File: src/hdl/cltok_pkg.sv
// ----------------------------------------------------------------------------
// cltok_pkg
// Types and constants of the command line tokenizer.
// ----------------------------------------------------------------------------
package cltok_pkg;

   localparam int CHAR_W  = 16;
   localparam int INDEX_W = 8;

   // character codes
   localparam logic [CHAR_W-1:0] CHAR_SPACE = 16'h0020;
   localparam logic [CHAR_W-1:0] CHAR_TAB   = 16'h0009;
   localparam logic [CHAR_W-1:0] CHAR_EQ    = 16'h003D;
   localparam logic [CHAR_W-1:0] CHAR_LT    = 16'h003C;
   localparam logic [CHAR_W-1:0] CHAR_GT    = 16'h003E;
   localparam logic [CHAR_W-1:0] CHAR_PIPE  = 16'h007C;
   localparam logic [CHAR_W-1:0] CHAR_AMP   = 16'h0026;
   localparam logic [CHAR_W-1:0] CHAR_CARET = 16'h005E;
   localparam logic [CHAR_W-1:0] CHAR_QUOTE = 16'h0022;

   // scanner state
   typedef enum logic [1:0] {
      MODE_BETWEEN  = 2'd0,
      MODE_WORD     = 2'd1,
      MODE_QUOTED   = 2'd2,
      MODE_OPERATOR = 2'd3
   } scan_mode_type;

   typedef struct packed {
      logic [CHAR_W-1:0] character;
      logic              line_last;
   } req_beat_type;

   typedef struct packed {
      logic               in_token;
      logic               token_start;
      logic [INDEX_W-1:0] token_index;
      logic               operator_token;
      logic               line_end;
   } rsp_beat_type;

endpackage

File: src/hdl/cltok_channels.sv
// ----------------------------------------------------------------------------
// cltok channels
// Valid/ready channels for the character stream and the per-character marks.
// ----------------------------------------------------------------------------
interface cltok_req_if import cltok_pkg::*; ();
   logic              valid;
   logic              ready;
   logic [CHAR_W-1:0] character;
   logic              line_last;

   modport source (output valid, character, line_last, input ready);
   modport sink   (input valid, character, line_last, output ready);
endinterface

interface cltok_rsp_if import cltok_pkg::*; ();
   logic               valid;
   logic               ready;
   logic               in_token;
   logic               token_start;
   logic [INDEX_W-1:0] token_index;
   logic               operator_token;
   logic               line_end;

   modport source (output valid, in_token, token_start, token_index, operator_token,
                   line_end, input ready);
   modport sink   (input valid, in_token, token_start, token_index, operator_token,
                   line_end, output ready);
endinterface

File: src/hdl/command_line_tokenizer_top.sv
// ----------------------------------------------------------------------------
// command_line_tokenizer_top
// Marks each character of a command line with its token membership and index.
// ----------------------------------------------------------------------------
//  channel | dir | payload                                               | size
//  --------+-----+-------------------------------------------------------+-----
//  req_if  | in  | character, line_last                                  | 17 b
//  rsp_if  | out | in_token, token_start, token_index, operator_token,   | 12 b
//          |     | line_end                                              |
//
//  One beat in per cycle, one beat out per cycle, while the result is not
//  stalled; input register, then scanner logic into the result register.
//  The scanner state updates as a beat moves into the result register.
//  A stalled result holds; the input stage keeps filling until both stages
//  are full. Synchronous reset clears valids and the scanner state.
// ----------------------------------------------------------------------------
module command_line_tokenizer_top import cltok_pkg::*; #(
   parameter int MAX_TOKENS = 256
) (
   input  logic       clock,
   input  logic       reset,
   cltok_req_if.sink  req_if,
   cltok_rsp_if.source rsp_if
);

   // highest token index: smaller of MAX_TOKENS - 1 and 255
   localparam logic [INDEX_W-1:0] INDEX_CAP =
      (MAX_TOKENS - 1 > 255) ? 8'd255 : INDEX_W'(MAX_TOKENS - 1);

   logic          s1_valid_ff;
   req_beat_type  s1_beat_ff;
   logic          rsp_valid_ff;
   rsp_beat_type  rsp_beat_ff;

   scan_mode_type mode_ff, mode_in;
   logic          caret_ff;
   logic [INDEX_W-1:0] count_ff, count_in;
   logic          seen_ff, seen_in;

   logic          s1_advance;
   logic          blank, op_char, quote;
   logic          member, start;
   rsp_beat_type  rsp_beat_in;

   // handshake: result register drains or is empty
   assign s1_advance    = s1_valid_ff && (!rsp_valid_ff || rsp_if.ready);
   assign req_if.ready  = !s1_valid_ff || s1_advance;

   // input register
   always_ff @(posedge clock) begin
      if (reset) begin
         s1_valid_ff <= 1'b0;
      end else if (req_if.ready) begin
         s1_valid_ff <= req_if.valid;
      end
      if (req_if.valid && req_if.ready) begin
         s1_beat_ff.character <= req_if.character;
         s1_beat_ff.line_last <= req_if.line_last;
      end
   end

   // character classes
   assign blank   = (s1_beat_ff.character == CHAR_SPACE) || (s1_beat_ff.character == CHAR_TAB);
   assign op_char = (s1_beat_ff.character == CHAR_EQ)   || (s1_beat_ff.character == CHAR_LT) ||
                    (s1_beat_ff.character == CHAR_GT)   || (s1_beat_ff.character == CHAR_PIPE) ||
                    (s1_beat_ff.character == CHAR_AMP);
   assign quote   = (s1_beat_ff.character == CHAR_QUOTE);

   // next scan mode
   always_comb begin
      mode_in = mode_ff;
      unique case (mode_ff)
         MODE_BETWEEN: begin
            if (blank)        mode_in = MODE_BETWEEN;
            else if (op_char) mode_in = MODE_OPERATOR;
            else if (quote)   mode_in = MODE_QUOTED;
            else              mode_in = MODE_WORD;
         end
         MODE_WORD: begin
            if (blank)                    mode_in = MODE_BETWEEN;
            else if (op_char && !caret_ff) mode_in = MODE_OPERATOR;
            else if (quote)               mode_in = MODE_QUOTED;
            else                          mode_in = MODE_WORD;
         end
         MODE_QUOTED: begin
            if (quote) mode_in = MODE_WORD;
            else       mode_in = MODE_QUOTED;
         end
         MODE_OPERATOR: begin
            if (blank)        mode_in = MODE_BETWEEN;
            else if (op_char) mode_in = MODE_OPERATOR;
            else if (quote)   mode_in = MODE_QUOTED;
            else              mode_in = MODE_WORD;
         end
         default: mode_in = MODE_BETWEEN;
      endcase
   end

   // per-character marks
   always_comb begin
      member = 1'b1;
      start  = 1'b0;
      unique case (mode_ff)
         MODE_BETWEEN: begin
            member = !blank;
            start  = !blank;
         end
         MODE_WORD: begin
            member = !blank;
            start  = op_char && !caret_ff;
         end
         MODE_QUOTED: begin
            member = 1'b1;
            start  = 1'b0;
         end
         MODE_OPERATOR: begin
            member = !blank;
            start  = !blank && !op_char;
         end
         default: begin
            member = 1'b0;
            start  = 1'b0;
         end
      endcase
   end

   // token counter: first token keeps index zero, later ones count up to the cap
   always_comb begin
      count_in = count_ff;
      seen_in  = seen_ff || start;
      if (start && seen_ff && (count_ff < INDEX_CAP)) begin
         count_in = count_ff + 1'b1;
      end
   end

   always_comb begin
      rsp_beat_in.in_token       = member;
      rsp_beat_in.token_start    = start;
      rsp_beat_in.token_index    = member ? count_in : '0;
      rsp_beat_in.operator_token = member && (mode_in == MODE_OPERATOR);
      rsp_beat_in.line_end       = s1_beat_ff.line_last;
   end

   // scanner state; end of line returns to the reset state
   always_ff @(posedge clock) begin
      if (reset) begin
         mode_ff  <= MODE_BETWEEN;
         caret_ff <= 1'b0;
         count_ff <= '0;
         seen_ff  <= 1'b0;
      end else if (s1_advance) begin
         if (s1_beat_ff.line_last) begin
            mode_ff  <= MODE_BETWEEN;
            caret_ff <= 1'b0;
            count_ff <= '0;
            seen_ff  <= 1'b0;
         end else begin
            mode_ff  <= mode_in;
            caret_ff <= (s1_beat_ff.character == CHAR_CARET);
            count_ff <= count_in;
            seen_ff  <= seen_in;
         end
      end
   end

   // result register
   always_ff @(posedge clock) begin
      if (reset) begin
         rsp_valid_ff <= 1'b0;
      end else if (!rsp_valid_ff || rsp_if.ready) begin
         rsp_valid_ff <= s1_valid_ff;
      end
      if (s1_advance) begin
         rsp_beat_ff <= rsp_beat_in;
      end
   end

   assign rsp_if.valid          = rsp_valid_ff;
   assign rsp_if.in_token       = rsp_beat_ff.in_token;
   assign rsp_if.token_start    = rsp_beat_ff.token_start;
   assign rsp_if.token_index    = rsp_beat_ff.token_index;
   assign rsp_if.operator_token = rsp_beat_ff.operator_token;
   assign rsp_if.line_end       = rsp_beat_ff.line_end;

endmodule

File: src/flat_wrapper.sv
// flat-port wrapper written by rule: the top's interface ports become plain ports
module command_line_tokenizer_top_flat import cltok_pkg::*;
#(
   parameter int MAX_TOKENS = 256
)
  (clock, reset, req_if_valid, req_if_character, req_if_line_last, req_if_ready, rsp_if_valid, rsp_if_in_token, rsp_if_token_start, rsp_if_token_index, rsp_if_operator_token, rsp_if_line_end, rsp_if_ready);
  cltok_req_if req_if_i ();
  cltok_rsp_if rsp_if_i ();
  input  logic clock;
  input  logic reset;
  input wire logic [$bits(req_if_i.valid)-1:0] req_if_valid;
  input wire logic [$bits(req_if_i.character)-1:0] req_if_character;
  input wire logic [$bits(req_if_i.line_last)-1:0] req_if_line_last;
  output wire logic [$bits(req_if_i.ready)-1:0] req_if_ready;
  output wire logic [$bits(rsp_if_i.valid)-1:0] rsp_if_valid;
  output wire logic [$bits(rsp_if_i.in_token)-1:0] rsp_if_in_token;
  output wire logic [$bits(rsp_if_i.token_start)-1:0] rsp_if_token_start;
  output wire logic [$bits(rsp_if_i.token_index)-1:0] rsp_if_token_index;
  output wire logic [$bits(rsp_if_i.operator_token)-1:0] rsp_if_operator_token;
  output wire logic [$bits(rsp_if_i.line_end)-1:0] rsp_if_line_end;
  input wire logic [$bits(rsp_if_i.ready)-1:0] rsp_if_ready;
  assign req_if_i.valid = req_if_valid;
  assign req_if_i.character = req_if_character;
  assign req_if_i.line_last = req_if_line_last;
  assign req_if_ready = req_if_i.ready;
  assign rsp_if_valid = rsp_if_i.valid;
  assign rsp_if_in_token = rsp_if_i.in_token;
  assign rsp_if_token_start = rsp_if_i.token_start;
  assign rsp_if_token_index = rsp_if_i.token_index;
  assign rsp_if_operator_token = rsp_if_i.operator_token;
  assign rsp_if_line_end = rsp_if_i.line_end;
  assign rsp_if_i.ready = rsp_if_ready;
  command_line_tokenizer_top #(.MAX_TOKENS(MAX_TOKENS)) u_core (.clock(clock), .reset(reset), .req_if(req_if_i), .rsp_if(rsp_if_i));
endmodule
File: config.mk
export PLATFORM = sky130hd
export DESIGN_NAME = command_line_tokenizer_top_flat
export DESIGN_NICKNAME = d
export VERILOG_FILES = /design/src/hdl/cltok_pkg.sv /design/src/hdl/cltok_channels.sv /design/src/hdl/command_line_tokenizer_top.sv /design/src/flat_wrapper.sv
export SDC_FILE = /design/constraint.sdc
export NUM_CORES = 1
export LEC_CHECK = 0
export BUFFER_PORTS_ARGS = -buffer_cell sky130_fd_sc_hd__clkbuf_2
export CELL_PAD_IN_SITES_DETAIL_PLACEMENT = 0
export CELL_PAD_IN_SITES_GLOBAL_PLACEMENT = 1
export CORE_MARGIN = 8
export CORE_UTILIZATION = 30
export CTS_BUF_LIST = sky130_fd_sc_hd__clkbuf_8
export DETAILED_ROUTE_END_ITERATION = 8
export MAX_ROUTING_LAYER = met4
export PLACE_DENSITY_LB_ADDON = 0.08
export SLEW_MARGIN = 20
export SYNTH_ARGS = -nofsm -noshare
export SYNTH_HDL_FRONTEND = slang
export SYNTH_SLANG_ARGS = --single-unit
File: constraint.sdc
create_clock -name clock -period 3.4 [get_ports clock]
set_input_delay 0.34 -clock clock [delete_from_list [all_inputs] [get_ports clock]]
set_output_delay 0.34 -clock clock [all_outputs]
set_load 0.05 [all_outputs]
# [Yosys cells after proc, flatten, opt, wreduce, memory -nomap -nowiden]
# Cells that the tools add are included.
[totals] register_bits=43 latchBits=0 ram_bits=0 mem_bits_ro=0 in_bits=21 output_inout_bits=14 word_cells=65 n_memories=0
[op_classes] add_sub_neg=1 mul=0 n_div=0 magnitude_cmp=1 eq_ne=13 n_shift=0 mux=14 bitwise=0 reduce_logical=23
[ops] operator="== test 16 x 6 -> 1 bit, second input constant" n=6
[ops] operator="== test 16 x 7 -> 1 bit, second input constant" n=2
[ops] operator="== test 16 x 4 -> 1 bit, second input constant" n=1
[ops] operator="two-way mux 8 bit" n=2
[ops] operator="two-way mux 2 bit" n=7
[ops] operator="adder 8 x 1 -> 8 bit, second input constant" n=1
[ops] operator="logical OR 1 bit" n=8
[ops] operator="less-than comparator 8 bit, second input constant" n=1
[ops] operator="logical AND 1 bit" n=7
[ops] operator="== test 2 bit, second input constant" n=3
[ops] operator="one-hot mux 2 bit (3 select lines)" n=1
[ops] operator="zero test 1 bit" n=5
[ops] operator="one-hot mux 1 bit (4 select lines)" n=1
[ops] operator="OR reduction 3 bit" n=1
[ops] operator="== test 2 x 1 -> 1 bit, second input constant" n=1
[ops] operator="zero test 2 bit" n=1
[ops] operator="two-way mux 1 bit" n=2
[ops] operator="one-hot mux 1 bit (2 select lines)" n=1
[ops] operator="OR reduction 2 bit" n=1

# [Logic depth before layout (Yosys ltp)]
[logic_depth] depth_word=12 ltp_mapped=9 depth_no_buf=8

# [Worst setup path after synthesis]
# OpenSTA, ideal clock, no wires.
[synth_timing] path_type="register to register" startpoint="register u_core.s1_beat_ff[14] (netlist bit)" endpoint="register u_core.rsp_beat_ff, in the netlist u_core.rsp_if.token_index[2] (data pin)" arrival_ns=2.054 required_ns=3.125 path_slack_ns=1.071 stages_incl_launch_ff=8 period_less_slack_ns=2.329 cell_sequence="edfxtp_1 or4_4 or2_4 o31a_1 a21o_1 buf_2 a21oi_1 a211oi_1"
[synth_between] elab_chain_cells=11 word_cells_on_any_way=21 classes_between="eq/ne (7); mux (3); reduce/logical (11)"
[synth_rtl] item="from (decl)" line="command_line_tokenizer_top.sv:31" text="req_beat_type s1_beat_ff;"
[synth_rtl] item="== test 16 x 6 -> 1 bit" line="command_line_tokenizer_top.sv:64" text="assign op_char = (s1_beat_ff.character == CHAR_EQ) || (s1_beat_ff.character == CHAR_LT) ||"
[synth_rtl] item="logical OR 1 bit (2 in a row)" line="command_line_tokenizer_top.sv:64"
[synth_rtl] item="logical OR 1 bit (2 in a row)" line="command_line_tokenizer_top.sv:65" text="(s1_beat_ff.character == CHAR_GT) || (s1_beat_ff.character == CHAR_PIPE) ||"
[synth_rtl] item="zero test 1 bit" line="command_line_tokenizer_top.sv:118" text="start = !blank && !op_char;"
[synth_rtl] item="logical AND 1 bit" line="command_line_tokenizer_top.sv:118"
[synth_rtl] item="one-hot mux 1 bit (4 select lines)" line="command_line_tokenizer_top.sv:103" text="unique case (mode_ff)"
[synth_rtl] item="logical AND 1 bit (2 in a row)" line="command_line_tokenizer_top.sv:131" text="if (start && seen_ff && (count_ff < INDEX_CAP)) begin"
[synth_rtl] item="two-way mux 8 bit" line="command_line_tokenizer_top.sv:131"
[synth_rtl] item="to (signal assigned)" line="command_line_tokenizer_top.sv:174" text="rsp_beat_ff <= rsp_beat_in;"
[synth_rtl] item="to (decl)" line="command_line_tokenizer_top.sv:33" text="rsp_beat_type rsp_beat_ff;"
# Several ways; a longest one is shown, not always the timed one.
# A chain may end at the register's enable or synchronous reset.

# [Worst setup path after layout]
[layout_timing] startpoint="register u_core.s1_beat_ff[14] (netlist bit)" endpoint="register u_core.rsp_beat_ff, in the netlist u_core.rsp_if.token_index[7] (data pin)"
[layout_between] word_cells_on_any_way=21 classes_between="eq/ne (7); mux (3); reduce/logical (11)"
[layout_rtl] item="== test 16 x 6 -> 1 bit or == test 16 x 4 -> 1 bit (tied branches)" line="command_line_tokenizer_top.sv:63" text="assign blank = (s1_beat_ff.character == CHAR_SPACE) || (s1_beat_ff.character == CHAR_TAB);"
[layout_rtl] item="logical OR 1 bit *" line="command_line_tokenizer_top.sv:63"
[layout_rtl] item="zero test 1 bit *" line="command_line_tokenizer_top.sv:105, command_line_tokenizer_top.sv:109, command_line_tokenizer_top.sv:117"
[layout_rtl] item="one-hot mux 1 bit (2 select lines) *" line="command_line_tokenizer_top.sv:103"
[layout_rtl] item="net u_core.member" line="command_line_tokenizer_top.sv:42" text="logic member, start;"
# Mark *: on every way through the listed nets, which the timed path passes. The rest lies on a longest branch.

==> impl_results.md <==
- Status: finished clean
- Initial antenna violation count: 0
- Yosys warns: 0
- Minimum clock period: 2.61 ns
- DRC errors left: 0
- Final Hold Vio Count: 0
- Worst hold slack: 0.214 ns
- Clk buf depth: 2
- Worst Skew: 0.00867 ns
- Routed WL: 4950 um
- Worst slew pin tran: 0.721 ns
- Clock-pin slew on the worst setup and hold paths: 0.08 ns
- Post-synth cell types: 48
- Final worst-path cycle share: 0.768
- Core ar.: 0.00679 mm2
- Post-synth EDFFs: 29
- Total inserted antenna cells: 0
- Register bit total from synthesis: 43
- P&R area growth vs syn: 18.1%
- Crit end category: register
- Peak VDD IR: 0.149 mV
- Leak pwr: 0.887 nW
- Post-Place Setup Slack: 0.717 ns
- Syn Nets: 222
- Die ar.: 0.00996 mm2
- CTS tree: yes
- Hold buffer count at CTS: 0
- Sequential area share after synthesis: 0.547
- Io pins: 35
- Placer Congestion: 0.821
- Gr usage total: 0.104
- Worst setup margin: 0.789 ns
- Main synth FF type: edfxtp_1
- Via density: 5.12
- HP Class: input pin to register
- Vias in the first global route: 1701
- Crit path max fanout: 8
- Post-detail-place hpwl: 3550 um
- Pre-Repair DR Iteration Count: 4
- Nets: 257
- Design Power: 1.10 mW
- Initial Utilization: 0.310
- Sink Count: 43
- DR vias: 1678
- Worst relative slew slack: 0.519
- Layout cell share with drive strength beyond 1: 0.211
- Post-synthesis async set-or-reset flop share: 0
- Cts bufs inserted: 5
- Final Util: 0.366
- Cell count after synthesis: 196
- Die H: 99.8 um
- Setup TNS: 0 ns
- CP required: 3.45 ns
- Largest net degree at the start of global routing: 20
- Worst-Skew Late Latency: 0.30 ns
- GRT overflow: 0
- Num rows: 30
- H-tree levels: 2
- First-pass GRT wire length: 8150 um
- RSZ-0062 raised after global routing: no
- Max cap viols: 0
- Final ANT Viol Nets: 0
- Setup violation total in the final timing report: 0
- Startpoint type of the worst setup path: register
- Post-Syn Area: 0.00211 mm2
- Routed WL per cell: 15.1 um
- Final Max Tran Viols: 0
- Fmax: 383 MHz
- Syn_area_per_cell: 10.7 um2
- Iteration-0 DRC Markers: 134
- Clk root buf: clkbuf_8
- Port Buf Inserts: 34
- CP Class: register to register
- Pwr/cell area: 441 mW/mm2
- Setup bufs post-CTS: 0
- Arrival @ worst endpoint: 2.66 ns
- Die W: 99.8 um
- Post-CTS resize count: 0
## metal layers
| metal | GRT usage | vias up | wire, um |
|---|---|---|---|
| li1 | - | 829 | - |
| met1 | 0.123 | 798 | 2410 |
| met2 | 0.166 | 46 | 2280 |
| met3 | 0.0304 | 5 | 213 |
| met4 | 0.0338 | 0 | 46 |
| met5 | - | - | 0 |
## worst paths after layout
check                                      startpoint                           end  slack, ns  depth (start not counted)
worst max-delay path            u_core.s1_beat_ff[14]  u_core.rsp_if.token_index[7]       0.79                          6
worst min-delay path              req_if_character[9]         u_core.s1_beat_ff[10]       0.21                          1
worst max register to register  u_core.s1_beat_ff[14]  u_core.rsp_if.token_index[7]       0.79                          6
worst min register to register        u_core.caret_ff               u_core.caret_ff       0.51                          2
## report_power, final
group	switching (mW)	internal (mW)
combinational	0.0612	0.0275
clock	0.176	0.238
sequential	0.0136	0.579
total	0.251	0.845
## layout by cell type (no fill, tap or decap), types with 3 or more instances in the layout
master,instances
or3_1,5
nand2_1,13
and3_1,5
nand3_1,6
clkbuf_2,34
nor3_1,6
a211oi_1,3
nor2_1,13
o211ai_1,3
edfxtp_1,29
a31oi_1,8
o31ai_1,3
inv_1,12
or4_1,3
dfxtp_1,14
ha_1,5
a21oi_1,13
o21ai_0,9
nand4_1,4
clkbuf_8,6
## critical path, stage by stage (launching register included)
cell and delay (ns):
edfxtp_1 0.37, or4_4 0.56, or2_4 0.29, or3_1 0.38
nor2_1 0.52, inv_1 0.12, o21a_1 0.13
## logic make-up (layout without fill, tap and decap cells)
kind of cell    count (synthesis)  after routing  synth area share
fa+ha+maj                       5              5            0.0297
mux                             1              1           0.00535
compound gates                 57             57             0.190
flops                          43             43             0.547
simple gates                   71             71             0.190
buf+inv                        19             55            0.0380
## stage by stage
| step | instances | cell area [um2] |
|---|---|---|
| after CTS | 328 | 2490 |
| after detailed placement | 320 | 2370 |
| after floorplan | 196 | 2110 |
| final | 328 | 2490 |
| after global routing | 328 | 2490 |
| after global placement | 320 | 2370 |
## flip-flops by register name, summed over array words and instances, names as in the netlist
signal / cells
u_core.s1_valid_ff: 1
u_core.rsp_if.valid: 1
u_core.s1_beat_ff: 16
u_core.mode_ff: 2
u_core.count_ff: 8
u_core.rsp_beat_in: 1
u_core.rsp_if.in_token: 1
u_core.rsp_if.line_end: 1
u_core.rsp_if.token_start: 1
u_core.rsp_if.operator_token: 1
u_core.seen_ff: 1
u_core.caret_ff: 1
u_core.rsp_if.token_index: 8
## synthesized netlist by cell type (2+ instances only)
library cell	number	area, um2
a311oi_1	2	17.5
o31a_1	2	17.5
a211oi_1	3	22.5
dfxtp_1	14	280
inv_1	12	45.0
nand3_1	6	30.0
or3_1	5	31.3
o2bb2ai_1	2	17.5
nand4_1	4	25.0
a31oi_1	8	50.1
and3_1	5	31.3
o21ai_0	9	45.0
o32ai_1	2	17.5
nor2_1	13	48.8
or4_1	3	22.5
a21o_1	2	15.0
nand2b_1	2	12.5
or4_4	2	22.5
nand2_1	13	48.8
edfxtp_1	29	871
o31ai_1	3	22.5
ha_1	5	62.6
o211ai_1	3	22.5
nor3_1	6	30.0
nor2b_1	2	12.5
clkbuf_1	5	18.8
a21oi_1	13	65.1
## final cells by class
class,count,area [um2]
fill,694,4310
sequential,43,1150
multi-input combinational,134,875
timing repair buffer,35,178
tap,96,120
clock buffer,6,82.6
inverter,12,45.0
clock inverter,2,35.0
(Power assumes the default switching activity.)
